===== src/hw/rtl/xysp_pkg.sv =====
// ----------------------------------------------------------------------------
// xysp_pkg
// Shared types and constants for the xy scope bitmap plotter.
// ----------------------------------------------------------------------------
`default_nettype none

package xysp_pkg;

	// bitmap geometry: 256x256 pixels, 32 bytes per row
	localparam int BITMAP_AW    = 13;
	localparam int BITMAP_DEPTH = 1 << BITMAP_AW;
	localparam int BYTE_W       = 8;

	// frame counter wraps at a multiple of both refresh periods
	localparam int          FRAME_CNT_W = 4;
	localparam logic [3:0]  FRAME_LAST  = 4'd11;

	// item kinds as carried on the input user field
	localparam logic KIND_PLOT = 1'b0;
	localparam logic KIND_READ = 1'b1;

	// queue between front and back
	localparam int QUEUE_DEPTH = 2;
	localparam int QUEUE_AW    = 1;

	// stream widths
	localparam int S_TDATA_W = 48;
	localparam int M_TDATA_W = 16;

	// one classified item as handed from front to back
	typedef struct packed {
		logic                  is_read;
		logic                  frame_end;
		logic                  bank_sel;
		logic [BITMAP_AW-1:0]  addr;
		logic [BYTE_W-1:0]     mask;
	} entry_t;

endpackage

`default_nettype wire


===== src/hw/rtl/xysp_front.sv =====
// ----------------------------------------------------------------------------
// xysp_front
// Accepts input beats, works out byte address and pixel mask, and registers
// the classified item for the queue.
// ----------------------------------------------------------------------------
`default_nettype none

module xysp_front import xysp_pkg::*; (
	input  wire logic                  clk,
	input  wire logic                  arst_n,
	input  wire logic                  init_busy,
	input  wire logic                  s_tvalid,
	output logic                       s_tready,
	// [15:0] sample_left, [31:16] sample_right, [32] read_buffer,
	// [45:33] read_address, [47:46] zero
	input  wire logic [S_TDATA_W-1:0]  s_tdata,
	// [0] kind
	input  wire logic                  s_tuser,
	// frame_end
	input  wire logic                  s_tlast,
	output logic                       q_valid,
	input  wire logic                  q_ready,
	output entry_t                     q_entry
);

	logic   valid_s1;
	entry_t entry_s1;
	entry_t entry_next;
	logic [7:0] col;
	logic [7:0] row;
	logic s_accept;

	// pixel position: signed high byte offset to unsigned screen coordinates
	always_comb begin
		col = s_tdata[15:8] ^ 8'h80;
		row = s_tdata[31:24] ^ 8'h7f;
		entry_next.is_read   = (s_tuser == KIND_READ);
		entry_next.frame_end = s_tlast;
		entry_next.bank_sel  = s_tdata[32];
		if (s_tuser == KIND_READ) begin
			entry_next.addr = s_tdata[45:33];
			entry_next.mask = '0;
		end else begin
			entry_next.addr = {row, col[7:3]};
			entry_next.mask = 8'h80 >> col[2:0];
		end
	end

	assign s_tready = !init_busy && (!valid_s1 || q_ready);
	assign s_accept = s_tvalid && s_tready;

	// stage register towards the queue
	always_ff @(posedge clk or negedge arst_n) begin
		if (!arst_n) begin
			valid_s1 <= 1'b0;
		end else if (s_accept) begin
			valid_s1 <= 1'b1;
		end else if (q_ready) begin
			valid_s1 <= 1'b0;
		end
	end

	always_ff @(posedge clk) begin
		if (s_accept) begin
			entry_s1 <= entry_next;
		end
	end

	assign q_valid = valid_s1;
	assign q_entry = entry_s1;

endmodule

`default_nettype wire


===== config.mk =====
export PLATFORM = sky130hd
export DESIGN_NAME = xysp_front
export DESIGN_NICKNAME = d
export VERILOG_FILES = /design/src/hw/rtl/xysp_pkg.sv /design/src/hw/rtl/xysp_front.sv
export SDC_FILE = /design/constraint.sdc
export NUM_CORES = 1
export LEC_CHECK = 0
export ABC_AREA = 1
export BUFFER_PORTS_ARGS = -buffer_cell sky130_fd_sc_hd__buf_2
export CORE_MARGIN = 2
export CORE_UTILIZATION = 34
export CTS_CLUSTER_DIAMETER = 200
export DETAILED_ROUTE_END_ITERATION = 12
export GPL_TIMING_DRIVEN = 0
export PLACE_DENSITY = 0.74
export SYNTH_ARGS = -nofsm -noshare
export SYNTH_HDL_FRONTEND = slang
export SYNTH_SLANG_ARGS = --single-unit

===== constraint.sdc =====
create_clock -name clk -period 1.8 [get_ports clk]
set_input_delay 0.18 -clock clk [delete_from_list [all_inputs] [get_ports clk]]
set_output_delay 0.18 -clock clk [all_outputs]
set_load 0.005 [all_outputs]

* Word level (Yosys, flattened, before mapping) *
Index checks and enable logic that the tools add are counted.

storage, ports and cells
  word-level logic and storage cells = 18
  flip-flop bits (word level) = 25
  bits of input ports = 55
  output and inout port bits = 26

cells by class
  shift-type cells = 1
  bitwise gates (word level) = 2
  mux-type cells = 3
  reductions and logical operators = 6

operator list
  kind                                              number
  two-way mux 21 bit                                1
  right shift 8 x 3 -> 8 bit, first input constant  1
  NOT 7 bit                                         1
  logical AND 1 bit                                 2
  logical NOT 1 bit                                 2
  two-way mux 1 bit                                 2
  nonzero test 2 bit                                1
  logical OR 1 bit                                  1
  NOT 1 bit                                         1

* Longest topological paths before layout *
  word-level depth = 5
  depth in mapped cells = 4
  mapped depth without buffers = 4

* Worst setup path after synthesis *
Ideal clock, no wire load.

  kind = reg2reg
  from = register valid_s1, in the netlist q_valid
  to = register entry_s1 (netlist bit q_entry[0]) (enable)
  setup slack = -0.143 ns
  data required time = 1.395 ns
  path buffers = 0
  library setup time = 0.405 ns
  period minus slack after synthesis = 1.943 ns
  arrival = 1.538 ns
  cell stages (with the launch flop) = 4
  cells stage by stage = dfrtp_1 nand2_1 nand2_1 nor2_1

between the ends
  longest elaborated chain between the ends = 4

RTL lines
  item                    RTL line          source
  from (decl)             xysp_front.sv:26  logic valid_s1;
  from (signal assigned)  xysp_front.sv:55  valid_s1 <= 1'b0;
  from (signal assigned)  xysp_front.sv:57  valid_s1 <= 1'b1;
  from (signal assigned)  xysp_front.sv:59  valid_s1 <= 1'b0;
  logical NOT 1 bit       xysp_front.sv:49  assign s_tready = !init_busy && (!valid_s1 || q_ready);
  logical OR 1 bit        xysp_front.sv:49
  logical AND 1 bit       xysp_front.sv:49
  logical AND 1 bit       xysp_front.sv:50  assign s_accept = s_tvalid && s_tready;
  named net s_accept      xysp_front.sv:31  logic s_accept;
  to (signal assigned)    xysp_front.sv:65  entry_s1 <= entry_next;
  to (decl)               xysp_front.sv:27  entry_t entry_s1;

The timed path passes the listed nets, and every way through them passes these cells.
A chain may end at the register's enable or synchronous reset.

* Worst setup path after layout *
  from = register valid_s1, in the netlist q_valid
  to = register entry_s1 (netlist bit q_entry[20]) (enable)

Same word-level chain as after synthesis.

==> impl_metrics.toml <==
[timing]
grt_setup_unrepaired = "false"
timing.fmax_mhz = 685
relSlewSlack_pct = 56.9
hold_violations = 0
clock-skew-final_ns = 0.00130
worstMarginPinSlew_ns = 0.645
period_needed_ns = 1.46
setup_viol = 0
tns_ns = 0
finalCritPeriodShare_pct = 81.1
fin_ws_ns = 0.341
drv_slew = 0

[drt]
wl_per_cell_um = 11.2
drtAntennaViolNets = 0
routed_via_density = 4.40
drt-initial-drc-count = 18
met2_length_mm = 1.06
met3_length_um = 162
wl_met1_um = 774
vias = 796
drc = 0
dr.pass1.iters = 4
totalWireLength_mm = 2.02
highest_layer = "met4"

[grt]
grt_pass1_wl_mm = 3.13
grt_usage_pct = 12.4
antenna_found_initial = 0
grt.overflow.total = 0
grt_pass1_vias = 745
grt_max_degree = 25

[logic_synthesis]
yosysTopAreaCellShare_pct = 73.0
synthArstFlopShare_pct = 4.00
synthTopCellsByArea = "edfxtp_1 (73%), nand2_1 (11%), o21ai_0 (4.6%), nor2_1 (3.4%), inv_1 (2.7%)"
yosys_warnings = 0
synth_area_leader_cell = "edfxtp_1"
synth_area_per_cell_um2 = 11.9
synth_cells = 83
synth_edf_count = 24
synth_fp_nets = 138
yosysSeqAreaShare_pct = 75.5
synth_ff_type = "edfxtp_1"
synth_seq_cells = 25
ys_types = 8
syn_area_um2 = 987
netlist_top_cells_count = "nand2_1 (30), edfxtp_1 (24), nor2_1 (9), o21ai_0 (9), inv_1 (7)"
yosysMostFrequentCell = "nand2_1"

[power]
swShare_pct = 21.4
p_sw_w = 0.000222
comb_power_share_pct = 12.3
p_int_w = 0.000817
ir_drop_uv = 368
clkPwrFrac_pct = 22.9
leakagePower_nw = 0.666
power_frac_seq_pct = 64.9
power_density_nw_per_um2 = 753

[clock_tree]
cts_buffer_depth = 2
htreeDepth = 1
cts-root-buf = "clkbuf_4"
numCtsBuffers = 3
post_cts_buffers = 0
clkLatencyLatePin_ns = 0.30
cts.sinks = 25
tritoncts = "yes"
clk_pin_slew_worst_paths_ns = 0.13

[finish]
fillers = 266
fin_nets = 206
fin_area_um2 = 1380
fin_util_pct = 50.0
antenna_cells = 0
syn2layout_area_growth_pct = 39.8
drive_above_1_share_pct = 46.0

[die]
row_count = 19
start_util_pct = 35.8
boundaryPins = 81
fp.dieH_um = 57.9
dieWidth_um = 57.9
die_area_um2 = 3350
core_area_um2 = 2760

[worst_setup_path]
setup.worst_path.class = "reg2reg"
critical_path.max_fanout = 24
arrival_ns = 1.41
required_ns = 1.75
end_kind = "flip-flop"
cp-start-kind = "flip-flop"

[place]
place.gp.congestion = 0.718
post-place-ws_ns = 0.00138
place_area_um2 = 1340
portBuffers = 62
hpwl_mm = 1.59

[status]
status = "finished clean"

[run]
drv_cap = 0

[hold_path]
hp-class = "in2reg"
[sequential cells by signal (all words and copies together), names as in the netlist]
| name | count |
|---|---|
| q_valid | 1 |
| q_entry | 24 |
[worst max-delay path: stages, from the launching register on]
cell and delay (ns):
dfrtp_1 0.40, nand2_1 0.08, nand2_1 0.10, nor2_4 0.52
[power by group through the flow]
stage | combinational [W] | clock (W) | sequential, W
after CTS | 0.000130 | 0.000241 | 0.000675
after global placement | 0.000123 | 0 | 0.000687
final | 0.000127 | 0.000238 | 0.000674
after detailed placement | 0.000127 | 0 | 0.000688
after global routing | 0.000145 | 0.000264 | 0.000677
after floorplan | 0.0000470 | 0 | 0.000692
[metrics by stage]
stage | hold WS [ns] | power [W] | instances
3_3_place_gp | -0.0448 | 0.000810 | 176
2_1_floorplan | -0.116 | 0.000739 | 83
3_5_place_dp | -0.0427 | 0.000815 | 176
6_report | 0.0435 | 0.00104 | 181
4_1_cts | 0.0413 | 0.00105 | 181
5_1_grt | 0.0312 | 0.00109 | 181
[placed cells by master, fill, tap and decap left out, drive strengths merged]
cell,count
buf,64
clkbuf,4
dfrtp,1
dlygate4sd3,1
edfxtp,24
inv,7
nand2,30
nor2,9
o21ai,9
or2,1
[per-layer routing]
layer,up-vias,GRT usage [%]
met5,-,0
met2,34,23.9
met3,2,1.34
met4,0,5.98
met1,350,13.4
li1,410,-
[worst paths after layout]
path	start	end	slack (ns)	cells past startpoint
max	q_valid	q_entry[20]	0.34	3
min reg2reg	q_valid	q_valid	0.53	2
max in group asynchronous	arst_n	q_valid	1.56	2
max reg2reg	q_valid	q_entry[20]	0.34	3
min	s_tdata[32]	q_entry[21]	0.04	1
min in group asynchronous	arst_n	q_valid	0.16	2
[timing repair]
action	4_1_cts	5_1_grt
hold endpoints to repair	1	0
endpoints found under the setup margin	24	0
resized for setup	1	0
hold buffers	1	0
[cell type report]
class | instances | area (µm²) | share of cell area (%)
Clock buffer | 4 | 26.3 | 1.90
Buffer | 2 | 15.0 | 1.09
Tap cell | 31 | 38.8 | 2.81
Multi-Input combinational cell | 49 | 208 | 15.0
Sequential cell | 25 | 746 | 54.0
Timing Repair Buffer | 63 | 320 | 23.2
Inverter | 7 | 26.3 | 1.90
[kinds of logic (layout without fill, tap and decap cells)]
logic type      after synthesis  after routing  synth area share (%)
compound gates                9              9                  4.56
buf+inv                       9             76                  4.18
flops                        25             25                  75.5
simple gates                 40             40                  15.7
Note: power is estimated with default switching activity, not from simulation.
