### src/hw/rtl/xysp_pkg.sv
// ----------------------------------------------------------------------------
// xysp_pkg
// Shared types and constants for the xy scope bitmap plotter.
// ----------------------------------------------------------------------------
`default_nettype none

package xysp_pkg;

	// bitmap geometry: 256x256 pixels, 32 bytes per row
	localparam int BITMAP_AW    = 13;
	localparam int BITMAP_DEPTH = 1 << BITMAP_AW;
	localparam int BYTE_W       = 8;

	// frame counter wraps at a multiple of both refresh periods
	localparam int          FRAME_CNT_W = 4;
	localparam logic [3:0]  FRAME_LAST  = 4'd11;

	// item kinds as carried on the input user field
	localparam logic KIND_PLOT = 1'b0;
	localparam logic KIND_READ = 1'b1;

	// queue between front and back
	localparam int QUEUE_DEPTH = 2;
	localparam int QUEUE_AW    = 1;

	// stream widths
	localparam int S_TDATA_W = 48;
	localparam int M_TDATA_W = 16;

	// one classified item as handed from front to back
	typedef struct packed {
		logic                  is_read;
		logic                  frame_end;
		logic                  bank_sel;
		logic [BITMAP_AW-1:0]  addr;
		logic [BYTE_W-1:0]     mask;
	} entry_t;

endpackage

`default_nettype wire

### src/hw/rtl/xysp_queue.sv
// ----------------------------------------------------------------------------
// xysp_queue
// Short first-in first-out queue of classified items between front and back.
// ----------------------------------------------------------------------------
`default_nettype none

module xysp_queue import xysp_pkg::*; (
	input  wire logic   clk,
	input  wire logic   arst_n,
	input  wire logic   in_valid,
	output logic        in_ready,
	input  entry_t      in_entry,
	output logic        out_valid,
	input  wire logic   out_ready,
	output entry_t      out_entry
);

	entry_t slots_q [QUEUE_DEPTH];
	logic [QUEUE_AW-1:0] wr_ptr_q;
	logic [QUEUE_AW-1:0] rd_ptr_q;
	logic [QUEUE_AW:0]   count_q;
	logic push;
	logic pop;

	assign in_ready  = (count_q != QUEUE_AW'(0) + (QUEUE_AW+1)'(QUEUE_DEPTH));
	assign out_valid = (count_q != '0);
	assign push      = in_valid && in_ready;
	assign pop       = out_valid && out_ready;
	assign out_entry = slots_q[rd_ptr_q];

	// pointers and fill level
	always_ff @(posedge clk or negedge arst_n) begin
		if (!arst_n) begin
			wr_ptr_q <= '0;
			rd_ptr_q <= '0;
			count_q  <= '0;
		end else begin
			if (push) begin
				wr_ptr_q <= wr_ptr_q + 1'b1;
			end
			if (pop) begin
				rd_ptr_q <= rd_ptr_q + 1'b1;
			end
			if (push && !pop) begin
				count_q <= count_q + 1'b1;
			end else if (pop && !push) begin
				count_q <= count_q - 1'b1;
			end
		end
	end

	// slot storage
	always_ff @(posedge clk) begin
		if (push) begin
			slots_q[wr_ptr_q] <= in_entry;
		end
	end

endmodule

`default_nettype wire

### config.mk
export PLATFORM = sky130hd
export DESIGN_NAME = xysp_queue
export DESIGN_NICKNAME = d
export VERILOG_FILES = /design/src/hw/rtl/xysp_pkg.sv /design/src/hw/rtl/xysp_queue.sv
export SDC_FILE = /design/constraint.sdc
export NUM_CORES = 1
export LEC_CHECK = 0
export BUFFER_PORTS_ARGS = -buffer_cell sky130_fd_sc_hd__buf_2
export CAP_MARGIN = 30
export CELL_PAD_IN_SITES_DETAIL_PLACEMENT = 1
export CELL_PAD_IN_SITES_GLOBAL_PLACEMENT = 1
export CORE_AREA = 2 2 80 82
export DETAILED_ROUTE_END_ITERATION = 16
export DIE_AREA = 0 0 82 84
export HOLD_SLACK_MARGIN = 0.05
export PLACE_DENSITY = 0.74
export SLEW_MARGIN = 25
export SYNTH_ARGS = -nofsm -noshare
export SYNTH_HDL_FRONTEND = slang
export SYNTH_SLANG_ARGS = --single-unit
### constraint.sdc
create_clock -name clk -period 2.9 [get_ports clk]
set_clock_uncertainty 0.1 [all_clocks]
set_input_delay 0.145 -clock clk [delete_from_list [all_inputs] [get_ports clk]]
set_output_delay 0.145 -clock clk [all_outputs]
set_load 0.05 [all_outputs]
# ---- Word level (Yosys, flattened, before mapping)
# Memory sizes are Yosys's and may differ from the RTL's.
# Cells that the tools add are included.
dict set report word_totals {
  regBits 4
  ram_bits 48
  in_bits 28
  mem_count 1
}
# name words word_bits read_ports rd_ports_with_merged_regs write_ports line
set memory_table {}
lappend memory_table {slots_q 2 24 1 0 1 xysp_queue.sv:18} ;# entry_t slots_q [QUEUE_DEPTH];
dict set report classes {
  add_sub_neg 4
  n_eq_ne 1
  muxes 4
  reduce_logical 8
}
# op count
set ops {}
lappend ops {{$logic_and 1x1->1} 4}
lappend ops {{$mux 2} 2}
lappend ops {{$reduce_bool 2->1} 2}
lappend ops {{$add 1x1->1 const B} 2}
lappend ops {{$add 2x1->2 const B} 1}
lappend ops {{$logic_not 1->1} 2}
lappend ops {{$mux 1} 2}
lappend ops {{$ne 2x2->1 const B} 1}
lappend ops {{$sub 2x1->2 const B} 1}

# ---- Depth between registers and ports, before layout
# Gate-level depths: netlist (run 1).
dict set report depth {
  ltp_word 6
  depth_mapped 7
}

# ---- Least setup slack after synthesis (run 1)
# Ideal clock, no wire load.
dict set report synth_path {
  path_kind {reg2reg}
  startpoint {reg count_q[0]}
  endpoint {mem slots_q[0][0] in the netlist's numbering, enable pin}
  setup_time_ns 0.405
  arrival_ns 2.095
  required_time_ns 2.395
  slack_ns 0.301
  stages_incl_launch_ff 4
  n_path_buf 0
  period_less_slack_ns 2.599
  path_cell_list {dfrtp_1 nand2b_1 nand2_1 nor2_1}
}
dict set report synth_between {
  elab_chain_len 4
}
# element line
set synth_rtl {}
lappend synth_rtl {{start: declaration} xysp_queue.sv:21} ;# logic [QUEUE_AW:0] count_q;
lappend synth_rtl {{start signal: assignment} xysp_queue.sv:45} ;# count_q <= count_q + 1'b1;
lappend synth_rtl {{start signal: assignment} xysp_queue.sv:47} ;# count_q <= count_q - 1'b1;
lappend synth_rtl {{$ne 2x2->1} xysp_queue.sv:25} ;# assign in_ready = (count_q != QUEUE_AW'(0) + (QUEUE_AW+1)'(QUEUE_DEPTH));
lappend synth_rtl {{net in_ready} xysp_queue.sv:11} ;# output logic in_ready,
lappend synth_rtl {{$logic_and 1x1->1} xysp_queue.sv:27} ;# assign push = in_valid && in_ready;
lappend synth_rtl {{$mux 1} xysp_queue.sv:54} ;# if (push) begin
lappend synth_rtl {{$mux 1 (not written as such)} xysp_queue.sv:55} ;# slots_q[wr_ptr_q] <= in_entry;
lappend synth_rtl {{end: declaration} xysp_queue.sv:18}
# The timed path passes the listed nets, and every way through them passes these cells.

==> summary.md, run 1 <==
| Metric | Value |
|---|---|
| Status | completed |
| Minimum clock period | 2080 ps |
| Postcts setup bufs | 0 |
| Cell count after synthesis | 93 |
| Pre-CTS setup slack | between 1000 and 1500 ps |
| Seq/Total Area, Yosys | about three quarters |
| Synth top area share | a little under three quarters |
| Post-DRT Antenna Nets | 0 |
| Crit path max fanout | 17 |
| Vias in the first global route | roughly 1200 |
| Die Wd | ~82 um |
| Final period util | between 70 and 80% |
| Area of the core | 6100 sq um |
| CP startpoint kind | flop |
| Mean Syn Cell Area | ~22 sq um |
| Post-route insts no fill | 257 |
| Worst-Skew Late Latency | a little under 300 ps |
| Die height | ~84 um |
| Peak supply drop | about 0.55 mV |
| Critical path endpoint category | output port |
| Internal cell power | roughly 1800 uW |
| Least-Margin Pin Slew | roughly 570 ps |
| Synth warn | 0 |
| Via count | between 1000 and 1500 |
| H-tree Lvls | 2 |
| # DRC | 0 |
| Clk buf depth | 2 |
| Post-synth top area cell | edfxtp_1 |
| Mapped Nets | 122 |
| I/O Pins | 54 |
| Largest net degree at the start of global routing | 25 |
| CP Class | reg -> out |
| Max_cap viols | 0 |
| Min-Delay Path Class | in -> async |
| Synthesized flop and latch total | 52 |
| Layout area overhead | 35.6% |
| HPWL reported at the end of detailed placement | ~2.5 mm |
| Mapped cell area | 2030 sq um |
| Flop pwr share | ~38% |
| Clock power share | 16.4% |
| Total Routing Usage GR | between 10 and 15% |
| GP Congestion | between 0.6 and 0.7 |
| Die area | approximately 6900 sq um |
| Power share of the combinational group | a little under half |
| Largest cells by area after synthesis | edfxtp_1 71%, mux2_4 14%, dfrtp_1 4.9%, mux2_2 2.8%, buf_12 2.0% |
| Power Total | slightly below 3000 uW |
| CP arrival | 1840 ps |
| Global-route wire length before repair | roughly 5.7 mm |
| Routed WL | roughly 3.7 mm |
| Slew margin rel. | approximately three fifths |
| FMAX | just under 500 MHz |
| # port buffers | 53 |
| Power Density | around 1100 nW/um^2 |
| Worst Path Required | roughly 2700 ps |
| Share of layout cells above drive strength 1 | roughly 50% |
| Final worst slack | ~820 ps |
| Vias/cell | 4.18 |
| Starting Density | about a third |
| Library cells used by synthesis | 16 |
| Drt pass-1 iters | 4 |
| Placed cell count | roughly 220 |
| DRT iter0 DRCs | between 50 and 60 |
| RSZ-0062 raised after global routing | no |
| Net switching fraction of the power | between 40 and 50% |
| Setup TNS | 0 ps |
| TritonCTS clock tree | built |
| Max Transition Viols Final | 0 |
| Gr ovfl total | 0 |
| Post_cts resized | 0 |
| N_diodes | 0 |
| Initial antenna violation count | 0 |
| Sw Pwr | about 1200 uW |
| Clock net sink count | 52 |
| TritonCTS Buffers | 5 |
| Root Buffer | clkbuf_8 |
| Fin Hold WS | between 80 and 90 ps |
| Hold Fails Final Rpt | 0 |
| Reg clk slew, reported paths | around 90 ps |
| WL/cell | 14.4 um |
| Row count | 29 |
| Leakage | about 0.0011 uW |
| Final net count | around 210 |
| # setup viols final | 0 |
[path summary, 6_finish.rpt]
path                            slack, ps       endpoint  cells past startpoint        from
worst max-delay path                  820   out_entry[3]                      3    rd_ptr_q
worst min-delay path                   90       rd_ptr_q                      2      arst_n
worst max register to register       1030  slots_q[0][3]                      4  count_q[0]
max in group asynchronous            2500     count_q[0]                      2      arst_n
worst min register to register        420     count_q[1]                      1  count_q[1]
min in group clk                       90       wr_ptr_q                      3    in_valid
[timing repair]
action | in CTS | in global routing
endpoints found under the hold margin | 53 | 0
hold buffers | 26 | 0
setup endpoints to repair | 0 | 0
[worst max-delay path, stage by stage (launching register included)]
cell and delay, ps:
dfrtp_1 710, buf_12 250, mux2_2 360, buf_2 210
[power groups by stage]
stage	clock (uW)	combinational [uW]	sequential (uW)
after CTS	511	1380	1130
after global routing	531	1440	1150
after floorplan	0	1170	1090
after global placement	0	1330	1130
after detailed placement	0	1350	1150
final	489	1360	1130
[layout make-up]
type	count	area, sq um
Clock buffer	5	68.8
Clock inverter	3	46.3
Fill cell	610	3340
Inverter	1	3.75
Multi-Input combinational cell	37	437
Sequential cell	52	1540
Tap cell	77	96.3
Timing Repair Buffer	82	561
[flip-flops by register name, summed over array words and instances (netlist names)]
signal,count
slots_q,48
count_q,2
rd_ptr_q,1
wr_ptr_q,1
[cell families after synthesis]
kind of cell / synth area share (%)
buffers and inverters: 2.71
DFF: 75.9
and+or+nand+nor: 1.79
adders and majority gates: 0.616
muxes: 16.8
xor gates and xnor gates: 2.16
[layout by cell type (no fill, tap or decap), drive strengths merged, types with 2 or more instances in the layout]
cell type	instances
buf	56
clkbuf	5
dlygate4sd3	26
inv	2
nand2	2
dfrtp	4
xor2	2
edfxtp	48
xnor2	3
nor2	2
mux2	24
[per-stage QoR]
step	instance area, sq um	utilization [%]
2_1_floorplan	2030	-
3_3_place_gp	2380	39.0
3_5_place_dp	2380	39.0
4_1_cts	2750	45.2
5_1_grt	2750	45.2
6_report	2750	45.2
[cell usage after synthesis]
master	number
ha_1	1
and3_1	1
buf_12	2
or2_1	1
edfxtp_1	48
mux2_2	5
nand2_2	1
nand2b_1	1
inv_1	1
buf_6	1
dfrtp_1	4
xnor2_1	3
mux2_4	19
nor2_1	2
nand2_1	1
xor2_1	2
[metal layers]
metal / GRT usage [%] / share of wire [%] / wire length (um)
met1: 12.6 / 40 / 1470
met2: 19.7 / 53 / 1970
met3: 2.49 / 5.4 / 200
met4: 5.00 / 1.2 / 44
met5: 0 / 0 / 0
No activity file was read; power rests on OpenSTA's default activity.
==> run 2, diff against run 1 <==
- PLACE_DENSITY: 0.74 -> 0.77
- clock period: 2.9 -> 1.9 ns (I/O delays scaled with it)
==> run 2 against run 1 <==
Net effect:
- register-to-register slack worse by 780 ps
- critical path depth stayed put
- total power is 54% higher
- combinational power is 61% higher
- routed wire length is 1.1% lower
- global-route usage is 0.060 points higher
- worst setup slack worse by 580 ps
- critical endpoint is now out_entry[4]
==> summary.md, run 2 (synthesis gave the netlist of run 1 again) <==
| Metric | Value |
|---|---|
| Status | completed |
| Total Routing Usage GR | between 10% and 20% |
| Initial antenna violation count | 0 |
| Leakage | about 0.0011 uW |
| HPWL reported at the end of detailed placement | 2.47 mm |
| TritonCTS Buffers | 5 |
| # fillers | 601 |
| WL/cell | about 14 um |
| Row count | 29 |
| Slew margin rel. | 82.7% |
| Setup TNS | 0 ps |
| RSZ-0062 raised after global routing | no |
| Drt pass-1 iters | 2 |
| # setup viols final | 0 |
| Die Wd | 82 um |
| Gr ovfl total | 0 |
| Final worst slack | approximately 240 ps |
| Clock net sink count | between 50 and 60 |
| Hold Crit Endpoint | wr_ptr_q |
| I/O Pins | 54 |
| Most common cell after layout, fill and taps aside | buf_2 |
| Clk buf depth | 2 |
| Global-route wire length before repair | 5.71 mm |
| Worst R2R End | count_q[1] |
| Largest net degree at the start of global routing | 25 |
| N_diodes | 0 |
| Reg clk slew, reported paths | around 90 ps |
| Worst reg2reg path depth | 6 |
| Final period util | a little under 90% |
| Die area | 6890 sq um |
| Most flop-heavy register | slots_q |
| Die height | 84 um |
| Critical path endpoint category | output port |
| Peak supply drop | 0.712 mV |
| FMAX | roughly 600 MHz |
| CP startpoint kind | flop |
| # DRC | 0 |
| Vias/cell | 4.24 |
| H-tree Lvls | 2 |
| Share of layout cells above drive strength 1 | a little over 50% |
| Max Transition Viols Final | 0 |
| FF-to-FF setup slack | roughly 250 ps |
| Area of the core | 6100 sq um |
| Crit path max fanout | 20 |
| Postcts setup bufs | 0 |
| Worst hold stages | 3 |
| Top flop regs | slots_q x48, count_q x2 |
| Worst-Skew Late Latency | 290 ps |
| Worst flop-to-flop path startpoint | count_q[0] |
| # port buffers | 53 |
| Routed WL | 3.65 mm |
| Pre-CTS setup slack | ~230 ps |
| Starting Density | about a third |
| DRT iter0 DRCs | between 60 and 70 |
| Max_cap viols | 0 |
| GP Congestion | just under 0.7 |
| Root Buffer | clkbuf_8 |
| Max FFs per register | 48 |
| Critical hold path startpoint | in_valid |
| Most frequent cells in the layout | 53 x buf_2, 48 x edfxtp_1, 27 x dlygate4sd3_1 |
| Final net count | between 200 and 250 |
| Min-Delay Path Class | in -> reg |
| Hold Fails Final Rpt | 0 |
| Post-DRT Antenna Nets | 0 |
| TritonCTS clock tree | built |
| Layout area overhead | 38.0% |
| Post-route core utilization | 46.0% |
| CP arrival | around 1500 ps |
| CP Class | reg -> out |
| Worst Path Required | between 1500 and 2000 ps |
| Minimum clock period | approximately 1700 ps |
| Via count | ~1100 |
| Least-Margin Pin Slew | about 260 ps |
| Power Density | 1640 nW/um^2 |
| Vias in the first global route | 1225 |
==> run 2: what timing repair did <==
action | in CTS | in global routing
hold buffers | 27 | 0
gates resized for setup | 0 | 0
hold endpoints to repair | 53 | 0
==> run 2: how the worst max path moves through the flow <==
stage                     cells after the start  startpoint            end  slack (ps)
after floorplan                               3  count_q[0]  slots_q[0][0]         140
after global placement                        7  count_q[0]     count_q[1]         330
after detailed placement                      6  count_q[0]     count_q[1]         230
after CTS                                     3    rd_ptr_q   out_entry[4]         220
after global routing                          7  count_q[0]     count_q[1]          80
final                                         3    rd_ptr_q   out_entry[4]         240
==> run 2: layout make-up <==
class | count | area (sq um) | area share (%)
Sequential cell | 52 | 1540 | 55.0
Timing Repair Buffer | 84 | 603 | 21.5
Inverter | 1 | 3.75 | 0.134
Clock buffer | 5 | 68.8 | 2.46
Multi-Input combinational cell | 37 | 445 | 15.9
Tap cell | 77 | 96.3 | 3.44
Clock inverter | 3 | 42.5 | 1.52
==> run 2: metrics by stage <==
stage	hold slack, ps	total power [uW]	instance area [sq um]	std cells
finish	80.8	4590	2800	259
global route	102	4830	2800	259
CTS	77.0	4660	2800	259
detailed placement	-190	3890	2420	224
global placement	-195	3830	2420	224
floorplan	-301	3470	2040	93
==> run 2: critical path, cell delays in order (launching register included) <==
cell and delay, ps:
dfrtp_1 400, buf_12 200, mux2_2 350, buf_2 210
==> run 2: routing by layer <==
| metal | wire (um) | global-route usage (%) |
|---|---|---|
| met5 | 0 | 0 |
| met4 | 20 | 3.64 |
| met3 | 189 | 3.03 |
| met2 | 1950 | 20.3 |
| met1 | 1490 | 12.5 |
==> run 2: where the power goes <==
part | switching (uW) | leakage, uW | total (uW) | internal (uW)
clock network | 337 | 0.0000541 | 726 | 390
logic | 1420 | 0.000578 | 2190 | 771
registers | 104 | 0.000493 | 1680 | 1570
==> run 3, diff against run 2 <==
- PLACE_DENSITY: 0.77 -> unset
- PLACE_DENSITY_LB_ADDON: unset -> 0.1
==> run 3 against run 2 <==
Net effect:
- sequential share of layout area up 0.87 points
- critical path depth stayed put
- final cell count did not move
- highest routed layer unchanged
==> summary.md, run 3 (synthesis gave the netlist of run 1 again) <==
| Metric | Value |
|---|---|
| Status | completed |
| Post-DRT Antenna Nets | 0 |
| N_diodes | 0 |
| # fillers | 607 |
| Die Wd | around 82 um |
| Reg clk slew, reported paths | 90 ps |
| Via count | 1108 |
| Worst hold stages | 3 |
| Gr ovfl total | 0 |
| Initial antenna violation count | 0 |
| FMAX | about 570 MHz |
| DRT iter0 DRCs | 24 |
| I/O Pins | 54 |
| Worst reg2reg path depth | 7 |
| Most flop-heavy register | slots_q |
| CP max stage cell | dfrtp_2 |
| # setup viols final | 0 |
| Power Total | 4510 uW |
| CP Class | reg -> out |
| Critical hold path startpoint | in_valid |
| RSZ-0062 raised after global routing | no |
| Levels on crit path | 3 |
| GP Congestion | between 0.6 and 0.7 |
| Area of the core | 6100 sq um |
| Clock net sink count | between 50 and 60 |
| Peak supply drop | 0.751 mV |
| Most common cell after layout, fill and taps aside | buf_2 |
| Row count | 29 |
| CP startpoint kind | flop |
| Root Buffer | clkbuf_8 |
| Final worst slack | ~140 ps |
| Worst Path Required | 1700 ps |
| Largest net degree at the start of global routing | 25 |
| Register area | roughly 1500 sq um |
| # DRC | 0 |
| Clk buf depth | 2 |
| Final net count | 210 |
| Max FFs per register | 48 |
| Worst-Skew Late Latency | approximately 300 ps |
| Leakage | between 0.001 and 0.0015 uW |
| Final period util | 92.6% |
| Crit path max fanout | 10 |
| FF-to-FF setup slack | 240 ps |
| Post-route insts no fill | approximately 260 |
| Worst path cell trace | buf_4, mux2_4, buf_2 |
| # port buffers | 53 |
| Layout area overhead | 35.9% |
| Worst flop-to-flop path startpoint | count_q[0] |
| Die height | between 80 and 90 um |
| Most frequent cells in the layout | 53 x buf_2, 48 x edfxtp_1, 27 x dlygate4sd3_1 |
| CP peak stage delay | 460 ps |
| HPWL reported at the end of detailed placement | between 2 and 2.5 mm |
| Share of layout cells above drive strength 1 | 50.5% |
| Min-Delay Path Class | in -> reg |
| Multi-input logic area | 445 sq um |
| Pre-CTS setup slack | between 200 and 250 ps |
| CP arrival | between 1500 and 2000 ps |
| Max Transition Viols Final | 0 |
| WL/cell | between 10 and 15 um |
| Routed WL | about 3.6 mm |
| Max_cap viols | 0 |
| TritonCTS Buffers | 5 |
| Total Routing Usage GR | 11.5% |
| Critical path endpoint category | output port |
| CP startpoint | rd_ptr_q |
| Drt pass-1 iters | 3 |
| TritonCTS clock tree | built |
| Die area | around 7000 sq um |
| Minimum clock period | approximately 1800 ps |
| H-tree Lvls | 2 |
| Global-route wire length before repair | about 5.8 mm |
| Least-Margin Pin Slew | roughly 580 ps |
| Hold Fails Final Rpt | 0 |
| Top delay family on crit path | buffers and inverters |
| Vias in the first global route | 1200 |
| Top flop regs | slots_q x48, count_q x2 |
| Vias/cell | 4.28 |
| Starting Density | about a third |
| Post-route core utilization | between 40 and 50% |
| Slew margin rel. | 61.5% |
| Placed cell count | roughly 220 |
| Postcts setup bufs | 0 |
| Crit path buffers/inverters | 2 |
| Setup TNS | 0 ps |
| Power Density | roughly 1600 nW/um^2 |
## run 3: per-stage QoR
step / cell area [sq um] / hold WS, ps
6_report: 2760 / 63.2
5_1_grt: 2760 / 79.9
4_1_cts: 2760 / 59.5
3_5_place_dp: 2380 / -193
3_3_place_gp: 2380 / -197
2_1_floorplan: 2040 / -301
## run 3: layer usage
| metal | wire length, um | up-vias | global-route usage, % |
|---|---|---|---|
| li1 | - | 528 | - |
| met1 | 1510 | 541 | 13.0 |
| met2 | 1860 | 32 | 19.7 |
| met3 | 189 | 7 | 3.46 |
| met4 | 59 | 0 | 4.55 |
| met5 | 0 | - | 0 |
## run 3: final timing paths
kind / endpoint
setup reg to reg: count_q[1]
hold / removal: wr_ptr_q
hold reg to reg: count_q[1]
setup / recovery: out_entry[23]
max in group asynchronous: rd_ptr_q
min in group asynchronous: rd_ptr_q
## run 3: layout make-up
class                      count  area share, %
sequential                    52           55.9
clock inverter                 3           1.36
tap                           77           3.49
inverter                       1          0.136
multi-input combinational     37           16.1
timing repair buffer          84           20.5
clock buffer                   5           2.49
## run 3: tightest hold or removal path, cell delays in order
cell     delay (ps)
buf_2           110
nand2_1         150
xnor2_1          80
## run 3: power by group
part           leakage (uW)  switching (uW)  total (uW)  internal, uW
Clock             0.0000532             338         722           384
Combinational      0.000566            1390        2090           705
Sequential         0.000492             121        1700          1580
Total               0.00111            1850        4510          2670
## run 3: repair_timing
action | in CTS | in global routing
hold buffers | 27 | 0
gates resized for setup | 0 | 1
setup endpoints to repair | 0 | 19
endpoints found under the hold margin | 53 | 0
